--- config.mk ---
export PLATFORM = sky130hd
export DESIGN_NAME = rpn_stack_evaluator
export DESIGN_NICKNAME = d
export VERILOG_FILES = /design/src/rtl/core/rpn_pkg.sv /design/src/rtl/core/rpn_ram.sv /design/src/rtl/core/rpn_div.sv /design/src/rtl/core/rpn_stack_evaluator.sv
export SDC_FILE = /design/constraint.sdc
export NUM_CORES = 2
export LEC_CHECK = 0
export ABC_CLOCK_PERIOD_IN_PS = 8500
export BUFFER_PORTS_ARGS = -buffer_cell sky130_fd_sc_hd__buf_2
export CORE_MARGIN = 1.5
export CORE_UTILIZATION = 30
export DETAILED_ROUTE_END_ITERATION = 8
export SYNTH_ARGS = -nofsm -noshare
export SYNTH_HDL_FRONTEND = slang
export SYNTH_SLANG_ARGS = --single-unit
--- constraint.sdc ---
create_clock -name aclk -period 8.5 [get_ports aclk]
set_clock_uncertainty 0.1 [all_clocks]
set_input_delay 1.7 -clock aclk [delete_from_list [all_inputs] [get_ports aclk]]
set_output_delay 1.7 -clock aclk [all_outputs]
set_load 0.005 [all_outputs]
--- src/rtl/core/rpn_pkg.sv ---
// shared types and codes for the reverse polish evaluator
package rpn_pkg;

    // data word and field widths
    localparam int VALUE_W  = 32;
    localparam int KIND_W   = 2;
    localparam int OP_W     = 3;
    localparam int STATUS_W = 3;

    // defaults for the top level parameters
    localparam int STACK_DEPTH_DEF   = 16;
    localparam int FRACTION_BITS_DEF = 16;

    typedef logic signed [VALUE_W-1:0] value_t;
    typedef logic [KIND_W-1:0]         kind_t;
    typedef logic [OP_W-1:0]           op_code_t;
    typedef logic [STATUS_W-1:0]       status_t;

    // token kinds
    localparam kind_t KIND_NUMBER   = 2'd0;
    localparam kind_t KIND_OPERATOR = 2'd1;
    localparam kind_t KIND_END      = 2'd2;

    // operator codes
    localparam op_code_t OP_ADD = 3'd0;
    localparam op_code_t OP_SUB = 3'd1;
    localparam op_code_t OP_MUL = 3'd2;
    localparam op_code_t OP_DIV = 3'd3;

    // result status codes
    localparam status_t ST_OK    = 3'd0;
    localparam status_t ST_FEW   = 3'd1;
    localparam status_t ST_DIV0  = 3'd2;
    localparam status_t ST_BADOP = 3'd3;
    localparam status_t ST_COUNT = 3'd4;
    localparam status_t ST_OVER  = 3'd5;

    // saturation limits
    localparam value_t VAL_MAX = 32'sh7FFF_FFFF;
    localparam value_t VAL_MIN = 32'sh8000_0000;

endpackage

--- src/rtl/core/rpn_ram.sv ---
// generic single write port ram with registered read
module rpn_ram #(
    parameter int WIDTH = 32,
    parameter int DEPTH = 16
) (
    input  logic                     aclk,
    input  logic                     we,
    input  logic [$clog2(DEPTH)-1:0] waddr,
    input  logic [WIDTH-1:0]         wdata,
    input  logic                     re,
    input  logic [$clog2(DEPTH)-1:0] raddr,
    output logic [WIDTH-1:0]         rdata
);

    logic [WIDTH-1:0] mem [DEPTH];

    // write port and registered read port
    always_ff @(posedge aclk) begin
        if (we) begin
            mem[waddr] <= wdata;
        end
        if (re) begin
            rdata <= mem[raddr];
        end
    end

endmodule

--- src/rtl/core/rpn_div.sv ---
// unsigned restoring divider, two quotient bits per cycle
module rpn_div #(
    parameter int NUM_W = 48,
    parameter int DEN_W = 32
) (
    input  logic             aclk,
    input  logic             aresetn,
    input  logic             start,
    input  logic [NUM_W-1:0] num,
    input  logic [DEN_W-1:0] den,
    output logic             done,
    output logic [NUM_W-1:0] quot
);

    localparam int QW    = NUM_W + (NUM_W % 2);
    localparam int STEPS = QW / 2;
    localparam int CW    = $clog2(STEPS + 1);

    logic [DEN_W-1:0] rem_reg;
    logic [QW-1:0]    quo_reg;
    logic [DEN_W-1:0] den_reg;
    logic [CW-1:0]    cnt_reg;
    logic             busy_reg;
    logic             done_reg;
    logic [DEN_W-1:0] rem_next;
    logic [QW-1:0]    quo_next;

    // two dependent subtract steps per cycle
    always_comb begin
        logic [DEN_W:0]   trial;
        logic [DEN_W-1:0] r;
        logic [QW-1:0]    q;
        r = rem_reg;
        q = quo_reg;
        for (int i = 0; i < 2; i++) begin
            trial = {r, q[QW-1]};
            q     = {q[QW-2:0], 1'b0};
            if (trial >= {1'b0, den_reg}) begin
                trial = trial - {1'b0, den_reg};
                q[0]  = 1'b1;
            end
            r = trial[DEN_W-1:0];
        end
        rem_next = r;
        quo_next = q;
    end

    // iteration control and datapath registers
    always_ff @(posedge aclk) begin
        if (!aresetn) begin
            busy_reg <= 1'b0;
            done_reg <= 1'b0;
            cnt_reg  <= '0;
        end else begin
            done_reg <= 1'b0;
            if (start) begin
                busy_reg <= 1'b1;
                cnt_reg  <= '0;
                rem_reg  <= '0;
                quo_reg  <= QW'(num);
                den_reg  <= den;
            end else if (busy_reg) begin
                rem_reg <= rem_next;
                quo_reg <= quo_next;
                cnt_reg <= cnt_reg + CW'(1);
                if (cnt_reg == CW'(STEPS - 1)) begin
                    busy_reg <= 1'b0;
                    done_reg <= 1'b1;
                end
            end
        end
    end

    assign done = done_reg;
    assign quot = quo_reg[NUM_W-1:0];

endmodule

--- src/rtl/core/rpn_stack_evaluator.sv ---
// reverse polish evaluator top level: operand stack in ram, token sequencer, alu
//
//  channel  | ports                                                  | direction
//  ---------+--------------------------------------------------------+----------
//  tokens   | s_valid s_ready s_kind s_operand_value s_operator_code | in
//  results  | m_valid m_ready m_result_value m_status                | out
//
// a number token is one ram write, an ignored token none; add and subtract read both
// operands (S_IDLE, S_FETCH_A) and write back in S_EXEC; multiply writes back from
// S_MUL, and divide writes back from S_DIV once the two bit per cycle divider is done.
// an end token with one value held reads it in S_END and emits it; with any other count
// it goes straight to S_EMIT, and after an error it emits nothing. errors at intake go
// to S_EMIT, a zero divisor from S_EXEC; an item with a result waits for the output register.
// reset clears the count, the error flag and the handshake; stack entries are
// never read before they are written, so there is no clearing pass.
// the result register holds while m_ready is low; a new token is still taken then,
// and only an item that produces a result waits for the register to free.
module rpn_stack_evaluator #(
    parameter int STACK_DEPTH   = rpn_pkg::STACK_DEPTH_DEF,
    parameter int FRACTION_BITS = rpn_pkg::FRACTION_BITS_DEF
) (
    input  logic              aclk,
    input  logic              aresetn,
    input  logic              s_valid,
    output logic              s_ready,
    input  rpn_pkg::kind_t    s_kind,
    input  rpn_pkg::value_t   s_operand_value,
    input  rpn_pkg::op_code_t s_operator_code,
    output logic              m_valid,
    input  logic              m_ready,
    output rpn_pkg::value_t   m_result_value,
    output rpn_pkg::status_t  m_status
);

    import rpn_pkg::*;

    localparam int CNT_W  = $clog2(STACK_DEPTH + 1);
    localparam int ADDR_W = $clog2(STACK_DEPTH);
    localparam int NUM_W  = VALUE_W + FRACTION_BITS;

    localparam logic [CNT_W-1:0]  CNT_FULL   = CNT_W'(STACK_DEPTH);
    localparam logic [CNT_W-1:0]  CNT_ONE    = CNT_W'(1);
    localparam logic [CNT_W-1:0]  CNT_TWO    = CNT_W'(2);
    localparam logic signed [63:0] MUL_HALF  = (64'sd1 <<< FRACTION_BITS) >>> 1;
    localparam logic signed [63:0] WIDE_MAX  = 64'sh0000_0000_7FFF_FFFF;
    localparam logic signed [63:0] WIDE_MIN  = -64'sh0000_0000_8000_0000;
    localparam logic [NUM_W:0]     Q_POS_LIM = (NUM_W + 1)'(64'h7FFF_FFFF);
    localparam logic [NUM_W:0]     Q_NEG_LIM = (NUM_W + 1)'(64'h8000_0000);

    typedef enum logic [2:0] {
        S_IDLE,
        S_FETCH_A,
        S_EXEC,
        S_MUL,
        S_DIV,
        S_END,
        S_EMIT
    } state_t;

    state_t             state_reg;
    logic [CNT_W-1:0]   count_reg;
    logic               error_reg;
    op_code_t           op_reg;
    value_t             b_reg;
    logic               neg_reg;
    logic signed [63:0] prod_reg;
    value_t             pend_value_reg;
    status_t            pend_status_reg;
    logic               m_valid_reg;
    value_t             m_value_reg;
    status_t            m_status_reg;

    logic               accept;
    logic [CNT_W-1:0]   cnt_m1;
    logic [CNT_W-1:0]   cnt_m2;
    logic               ram_we;
    logic [ADDR_W-1:0]  ram_waddr;
    value_t             ram_wdata;
    logic               ram_re;
    logic [ADDR_W-1:0]  ram_raddr;
    logic [VALUE_W-1:0] ram_rdata;
    value_t             a_val;
    logic [VALUE_W-1:0] a_abs;
    logic [VALUE_W-1:0] b_abs;
    logic signed [32:0] addsub_wide;
    value_t             addsub_sat;
    logic signed [63:0] prod_c;
    logic signed [63:0] mul_shift;
    value_t             mul_sat;
    logic               div_start;
    logic               div_done;
    logic [NUM_W-1:0]   div_quot;
    logic [NUM_W:0]     quot_x;
    value_t             div_sat;
    logic               out_free;

    assign s_ready  = (state_reg == S_IDLE);
    assign accept   = s_valid && s_ready;
    assign cnt_m1   = count_reg - CNT_ONE;
    assign cnt_m2   = count_reg - CNT_TWO;
    assign out_free = !m_valid_reg || m_ready;

    // second operand arrives from ram in the exec cycle
    assign a_val = value_t'(ram_rdata);
    assign a_abs = a_val[VALUE_W-1] ? (32'd0 - ram_rdata) : ram_rdata;
    assign b_abs = b_reg[VALUE_W-1] ? (32'd0 - 32'(b_reg)) : 32'(b_reg);

    // add and subtract with saturation
    always_comb begin
        if (op_reg == OP_SUB) begin
            addsub_wide = {a_val[VALUE_W-1], a_val} - {b_reg[VALUE_W-1], b_reg};
        end else begin
            addsub_wide = {a_val[VALUE_W-1], a_val} + {b_reg[VALUE_W-1], b_reg};
        end
        if (addsub_wide[32] != addsub_wide[31]) begin
            addsub_sat = addsub_wide[32] ? VAL_MIN : VAL_MAX;
        end else begin
            addsub_sat = addsub_wide[31:0];
        end
    end

    // multiply: full product registered, then round, shift and saturate
    assign prod_c    = 64'(a_val) * 64'(b_reg);
    assign mul_shift = (prod_reg + MUL_HALF) >>> FRACTION_BITS;

    always_comb begin
        if (mul_shift > WIDE_MAX) begin
            mul_sat = VAL_MAX;
        end else if (mul_shift < WIDE_MIN) begin
            mul_sat = VAL_MIN;
        end else begin
            mul_sat = mul_shift[31:0];
        end
    end

    // divide on magnitudes, sign and saturation applied to the quotient
    assign div_start = (state_reg == S_EXEC) && (op_reg == OP_DIV) && (b_reg != '0);
    assign quot_x    = {1'b0, div_quot};

    always_comb begin
        if (neg_reg) begin
            div_sat = (quot_x > Q_NEG_LIM) ? VAL_MIN : value_t'(32'd0 - div_quot[31:0]);
        end else begin
            div_sat = (quot_x > Q_POS_LIM) ? VAL_MAX : value_t'(div_quot[31:0]);
        end
    end

    rpn_div #(
        .NUM_W (NUM_W),
        .DEN_W (VALUE_W)
    ) u_div (
        .aclk    (aclk),
        .aresetn (aresetn),
        .start   (div_start),
        .num     (NUM_W'(a_abs) << FRACTION_BITS),
        .den     (b_abs),
        .done    (div_done),
        .quot    (div_quot)
    );

    // stack ram port control
    always_comb begin
        ram_we    = 1'b0;
        ram_waddr = '0;
        ram_wdata = '0;
        ram_re    = 1'b0;
        ram_raddr = '0;
        case (state_reg)
            S_IDLE: begin
                if (accept && !error_reg) begin
                    if (s_kind == KIND_NUMBER && count_reg < CNT_FULL) begin
                        ram_we    = 1'b1;
                        ram_waddr = count_reg[ADDR_W-1:0];
                        ram_wdata = s_operand_value;
                    end else if (s_kind == KIND_OPERATOR && count_reg >= CNT_TWO &&
                                 s_operator_code <= OP_DIV) begin
                        ram_re    = 1'b1;
                        ram_raddr = cnt_m1[ADDR_W-1:0];
                    end else if (s_kind == KIND_END && count_reg == CNT_ONE) begin
                        ram_re    = 1'b1;
                        ram_raddr = '0;
                    end
                end
            end
            S_FETCH_A: begin
                ram_re    = 1'b1;
                ram_raddr = cnt_m2[ADDR_W-1:0];
            end
            S_EXEC: begin
                if (op_reg == OP_ADD || op_reg == OP_SUB) begin
                    ram_we    = 1'b1;
                    ram_waddr = cnt_m2[ADDR_W-1:0];
                    ram_wdata = addsub_sat;
                end
            end
            S_MUL: begin
                ram_we    = 1'b1;
                ram_waddr = cnt_m2[ADDR_W-1:0];
                ram_wdata = mul_sat;
            end
            S_DIV: begin
                if (div_done) begin
                    ram_we    = 1'b1;
                    ram_waddr = cnt_m2[ADDR_W-1:0];
                    ram_wdata = div_sat;
                end
            end
            default: begin
                ram_we = 1'b0;
            end
        endcase
    end

    rpn_ram #(
        .WIDTH (VALUE_W),
        .DEPTH (STACK_DEPTH)
    ) u_stack (
        .aclk  (aclk),
        .we    (ram_we),
        .waddr (ram_waddr),
        .wdata (ram_wdata),
        .re    (ram_re),
        .raddr (ram_raddr),
        .rdata (ram_rdata)
    );

    // token sequencer, stack count, error flag and result register
    always_ff @(posedge aclk) begin
        if (!aresetn) begin
            state_reg   <= S_IDLE;
            count_reg   <= '0;
            error_reg   <= 1'b0;
            m_valid_reg <= 1'b0;
        end else begin
            // result taken by the sink, the emit state reloads it on its own
            if (m_valid_reg && m_ready && state_reg != S_EMIT) begin
                m_valid_reg <= 1'b0;
            end
            case (state_reg)
                S_IDLE: begin
                    if (accept) begin
                        op_reg <= s_operator_code;
                        if (s_kind == KIND_END) begin
                            count_reg <= '0;
                            error_reg <= 1'b0;
                            if (!error_reg) begin
                                if (count_reg == CNT_ONE) begin
                                    state_reg <= S_END;
                                end else begin
                                    pend_value_reg  <= '0;
                                    pend_status_reg <= ST_COUNT;
                                    state_reg       <= S_EMIT;
                                end
                            end
                        end else if (!error_reg && s_kind == KIND_NUMBER) begin
                            if (count_reg < CNT_FULL) begin
                                count_reg <= count_reg + CNT_ONE;
                            end else begin
                                error_reg       <= 1'b1;
                                pend_value_reg  <= '0;
                                pend_status_reg <= ST_OVER;
                                state_reg       <= S_EMIT;
                            end
                        end else if (!error_reg && s_kind == KIND_OPERATOR) begin
                            if (count_reg < CNT_TWO) begin
                                error_reg       <= 1'b1;
                                pend_value_reg  <= '0;
                                pend_status_reg <= ST_FEW;
                                state_reg       <= S_EMIT;
                            end else if (s_operator_code > OP_DIV) begin
                                error_reg       <= 1'b1;
                                pend_value_reg  <= '0;
                                pend_status_reg <= ST_BADOP;
                                state_reg       <= S_EMIT;
                            end else begin
                                state_reg <= S_FETCH_A;
                            end
                        end
                    end
                end
                S_FETCH_A: begin
                    b_reg     <= value_t'(ram_rdata);
                    state_reg <= S_EXEC;
                end
                S_EXEC: begin
                    neg_reg  <= a_val[VALUE_W-1] ^ b_reg[VALUE_W-1];
                    prod_reg <= prod_c;
                    case (op_reg)
                        OP_ADD, OP_SUB: begin
                            count_reg <= cnt_m1;
                            state_reg <= S_IDLE;
                        end
                        OP_MUL: begin
                            state_reg <= S_MUL;
                        end
                        default: begin
                            if (b_reg == '0) begin
                                error_reg       <= 1'b1;
                                pend_value_reg  <= '0;
                                pend_status_reg <= ST_DIV0;
                                state_reg       <= S_EMIT;
                            end else begin
                                state_reg <= S_DIV;
                            end
                        end
                    endcase
                end
                S_MUL: begin
                    count_reg <= cnt_m1;
                    state_reg <= S_IDLE;
                end
                S_DIV: begin
                    if (div_done) begin
                        count_reg <= cnt_m1;
                        state_reg <= S_IDLE;
                    end
                end
                S_END: begin
                    pend_value_reg  <= value_t'(ram_rdata);
                    pend_status_reg <= ST_OK;
                    state_reg       <= S_EMIT;
                end
                S_EMIT: begin
                    if (out_free) begin
                        m_valid_reg  <= 1'b1;
                        m_value_reg  <= pend_value_reg;
                        m_status_reg <= pend_status_reg;
                        state_reg    <= S_IDLE;
                    end
                end
                default: begin
                    state_reg <= S_IDLE;
                end
            endcase
        end
    end

    assign m_valid        = m_valid_reg;
    assign m_result_value = m_value_reg;
    assign m_status       = m_status_reg;

endmodule
# == Word level (Yosys, flattened, before mapping) ==
# Memories as Yosys holds them, arrays and structs flattened. A register that Yosys moved wholly into a read port is not among the register bits.
# Cells that the tools add are included.
# word_totals
reg_bits,299
ram_bits,512
out_inout_bits,37
memories,1
# mem_list
name,depth,width,rd,rd_ports_with_merged_regs,wr,line_no,rtl
u_stack.mem,16,32,1,1,1,rpn_ram.sv:15,logic [WIDTH-1:0] mem [DEPTH];
# classes
addsub,12
multipliers,1
n_lt_le_gt_ge,11
eq_ne,28
muxes,105
bitwise,3
reduce_logical,39
# op_table
cell,n
$mux 32,26
$pmux 32 s4,1
$gt 48x32->1 const B,2
$mux 48,2
$pmux 32 s3,1
$sub 1x32->32 const A,3
$ge 33x32->1,2
$add 64x17->64 const B,1
$mul 32x32->64,1
$sub 32x32->32,2
$mux 3,21
$gt 48x31->1 const B,1
$lt 48x32->1 const B,1
$add 32x32->33,1
$mux 33,1
$sub 32x32->33,1
$logic_not 32->1,1
$reduce_bool 32->1,1
$mux 31,1
$mux 5,6
$mux 1,28
$mux 4,7
$pmux 5 s4,1
$pmux 3 s6,1
47 further kinds,86

# == Logic depth before layout (Yosys ltp) ==
# depth
word_depth,8
ltp_mapped,31
mapped_depth_nobuf,27

# == Cells and area by module ==
# Synthesis repeated with hierarchy kept, for this count alone.
# unflattened
cells_unflattened,6756
area_unflattened_um2,76494.6
# by_module_without_submodules
module,n_inst,cells_per_inst,area_per_inst_um2
rpn_stack_evaluator,1,5080,47825.9
rpn_ram,1,838,20155.6
rpn_div,1,838,8513.2

# == Worst setup path after synthesis ==
# No wires, ideal clock.
# synth_timing
path_kind,reg2reg
startpoint,"reg u_stack.rdata[31], read port of u_stack.mem"
endpoint,"reg prod_reg[63], data pin"
arrival_ps,8387
slack_ps,-250
stages_incl_launch_ff,26
n_path_buf,3
period_less_slack_ps,8750
cell_sequence,edfxtp_1 > clkbuf_1 > clkbuf_1 > clkbuf_1 > nand2_1 > inv_1 > fa_1 > fa_1 > fa_1 > inv_1 > fa_1 > inv_1 > fa_1 > fa_1 > fa_1 > fa_1 > ha_1 > a21oi_1 > o21ai_0 > or2_2 > o31a_1 > a311oi_1 > o21ai_1 > a221o_1 > a311oi_1 > xnor2_1
# synth_between
elab_chain_cells,1
# synth_lines
item,line_no,rtl
start: declaration,rpn_ram.sv:12,output logic [WIDTH-1:0] rdata
$mul 32x32->64,rpn_stack_evaluator.sv:123,assign prod_c = 64'(a_val) * 64'(b_reg);
named net prod_c[63],rpn_stack_evaluator.sv:87,logic signed [63:0] prod_c;
end signal: assignment,rpn_stack_evaluator.sv:287,prod_reg <= prod_c;
end: declaration,rpn_stack_evaluator.sv:66,logic signed [63:0] prod_reg;
# The timed path passes the listed nets, and every way through them passes these cells.
# A chain may end at the register's enable or synchronous reset.

# == Final worst setup path ==
# layout_timing
startpoint,"reg u_stack.rdata[17], read port of u_stack.mem"
endpoint,"reg prod_reg[60], data pin"
# Same word-level chain as after synthesis.

==> metrics.log <==
INFO  metric drt_first_pass_iters = 6
INFO  metric ys_seq_elements = 828
INFO  metric grt_pass1_vias = 55892
INFO  metric synth_cell_types = 85
INFO  metric clk_root_buffer_cell = clkbuf_16
INFO  metric rr_worst_depth = 28
INFO  metric synth-main-ff-cell = edfxtp_1
INFO  metric cts_made_buffers = 86
INFO  metric grt-ovfl-total = 0
INFO  metric buffer_ports.inserted = 77
INFO  metric floorplan.die_area = 261000 um2
INFO  metric gp_routability_congestion = 0.938
INFO  metric drt_iter0_drc = 4976
INFO  metric worstMarginPinSlew = 1.24 ns
INFO  metric worst_path_max_delay_cell = fa_1
INFO  metric cpMostUsedCell = fa_1
INFO  metric syn_to_final_growth = 12.9%
INFO  metric tritoncts = done
INFO  metric min_delay_path_depth = 0
INFO  metric grt_antenna_before_repair = 8
INFO  metric finalWorstPathRequiredPeriod = 8.39 ns
INFO  metric critical_path_peak_fanout = 7
INFO  metric setup_violation_total_in_the_final_timing_report = 0
INFO  metric die_h = 511 um
INFO  metric synthesized_area_per_cell = 10.6 um2
INFO  metric synth-seq-area-share = 0.319
INFO  metric clk_pin_slew = 0.06 ns
INFO  metric crit_arrival = 8.78 ns
INFO  metric detail_route.vias_per_cell = 5.03
INFO  metric finalHoldWorstSlack = 0.316 ns
INFO  metric hp-start = pend_value_reg[11]
INFO  metric kind_of_launch_point_of_the_worst_setup_path = flop
INFO  metric max-clock-path-buffers = 3
INFO  metric yosysWarningCount = 0
INFO  metric route.detailed.drc = 0
INFO  metric max_stage_delay = 0.57 ns
INFO  metric cts_num_sinks = 828
INFO  metric post_synth_arst_share = 0
INFO  metric rr_startpoint = u_stack.rdata[17]
INFO  metric fp-row-count = 186
INFO  metric clk-insertion-delay-late = 0.76 ns
INFO  metric synth-edff-count = 811
INFO  metric drt-total-wl = 235 mm
INFO  metric timing.slew.headroom = 0.176
INFO  metric layout-drive-gt1-share = 0.0954
INFO  metric largest_net_degree_at_the_start_of_global_routing = 128
INFO  metric regToRegSetupSlack = 0.11 ns
INFO  metric final_net_count = 8840
INFO  metric maxClockFrequency = 0.119 GHz
INFO  metric postRouteAntennaNets = 0
INFO  metric commonest_cells_after_routing_fill_and_taps_aside = inv_1 (1151), fa_1 (1068), nand2_1 (891)
INFO  metric cts_hold_repair.buffers = 0
INFO  metric fp.dieW = 511 um
INFO  metric synthesis.nets = 8753
INFO  metric rr_endpoint = prod_reg[60]
INFO  metric flip_flop_count_of_the_largest_register_all_copies_and_words_added = 512
INFO  metric routed-via-count = 54769
INFO  metric layout.cells.most_common = inv_1
INFO  metric worst_hold_path_type = flop to flop
INFO  metric nFillCells = 25511
INFO  metric final.period_utilization = 0.987
INFO  metric grt.total_usage = 0.174
INFO  metric setup.worst_path.end_class = flop
INFO  metric setup.worst_path.class = flop to flop
INFO  metric effective_utilization_at_floorplan = 0.302
INFO  metric synth_area = 77400 um2
INFO  metric core = 257000 um2
INFO  metric drv_slew = 0
INFO  metric outcome = finished, final reports clean
INFO  metric setup_repair_after_global_routing_missed_its_margin = true
INFO  metric ioPinCount = 78
INFO  metric maxCapViolCount = 0
INFO  metric grt_first_pass_wirelength = 349 mm
INFO  metric min_delay_worst_endpoint = m_result_value[11]
INFO  metric hold_viol_final = 0
INFO  metric postSynthCellCount = 7339
INFO  metric dp.final_hpwl = 169 mm
INFO  metric required = 8.89 ns
INFO  metric htreeDepth = 3
INFO  metric detail_route.wl_per_cell = 21.6 um
worst max-delay path: cells and delay by family (launching register included):
kind | cells | cell delay, ns
adders and majority gates | 9 | 4.53
AOI/OAI and AO/OA | 5 | 1.16
buffers and inverters | 8 | 0.93
and+or+nand+nor | 5 | 0.85
DFF | 1 | 0.46
xor gates and xnor gates | 1 | 0.08
through the flow:
step                setup WS (ns)  cells  setup TNS (ns)  utilization  cell area (um2)
floorplan                 0.00943   7339               0            -            77500
global placement          -0.0712  10653          -0.130        0.325            83400
detailed placement         -0.144  10653          -0.584        0.325            83400
CTS                        0.0250  10821               0        0.337            86400
global route               -0.125  10882          -0.380        0.341            87400
finish                      0.113  10883               0        0.341            87400
area by class of cell:
type	count	area (um2)	share of cell area
inverters	1156	4340	0.0497
clock buffers	98	2200	0.0251
flip-flops and latches	828	24700	0.282
repair buffers	427	4010	0.0459
clock inverters	62	697	0.00797
well taps	3384	4230	0.0484
multi-input cells	4927	47200	0.540
diodes	1	2.50	0.0000286
cell usage after synthesis (all sizes together), types with 8 or more instances:
master / number / area [um2]
a211o: 9 / 78.8
a211oi: 132 / 1000
a21o: 53 / 398
a21oi: 261 / 1310
a22oi: 28 / 210
a311oi: 38 / 333
a31oi: 57 / 357
and2: 586 / 3670
and3: 47 / 294
and4: 14 / 123
buf: 66 / 284
clkbuf: 362 / 1360
dfxtp: 17 / 340
edfxtp: 811 / 24400
fa: 1084 / 21700
ha: 289 / 3620
inv: 1156 / 4340
mux2i: 135 / 1350
mux4: 32 / 721
nand2: 894 / 3360
nand2b: 39 / 244
nand3: 70 / 350
nand4: 47 / 300
nor2: 210 / 788
nor2b: 25 / 156
nor3: 84 / 420
nor4: 35 / 240
o211ai: 15 / 113
o21a: 31 / 233
o21ai: 185 / 930
o21bai: 16 / 120
o31a: 8 / 70.1
o31ai: 32 / 240
or2: 13 / 81.3
or3: 32 / 200
or4: 23 / 176
xnor2: 150 / 1330
xor2: 150 / 1310
timing repair:
item | 4_1_cts | 5_1_grt
resized for setup | 0 | 66
gates cloned | 0 | 13
endpoints found under the setup margin | 8 | 14
pin swaps | 0 | 53
buffers inserted | 8 | 48
cells by family after synthesis:
kind of cell / count (synthesis) / share of synthesized area
AOI/OAI and AO/OA: 943 / 0.0787
muxes: 172 / 0.0275
xor gates and xnor gates: 301 / 0.0345
adders and majority gates: 1373 / 0.327
buffers and inverters: 1584 / 0.0773
DFF: 828 / 0.319
and+or+nand+nor: 2138 / 0.136
worst max path at each step:
stage / startpoint / to / slack [ns]
final: u_stack.rdata[17] / prod_reg[60] / 0.11
after global placement: b_reg[3] / prod_reg[63] / -0.07
after floorplan: b_reg[31] / prod_reg[63] / 0.009
after detailed placement: b_reg[3] / prod_reg[50] / -0.14
after CTS: u_stack.rdata[11] / prod_reg[63] / 0.03
after global routing: u_stack.rdata[17] / prod_reg[62] / -0.12
per-layer routing:
metal,vias to the layer above,track usage,wire (um)
met1,28373,0.243,101000
met3,300,0.0242,17200
met2,1995,0.281,111000
met5,-,0,0
met4,0,0.0489,6380
li1,24101,-,-
Power is not shown: default switching activity piles up to over one toggle a cycle in this logic, so the estimate is an artifact.
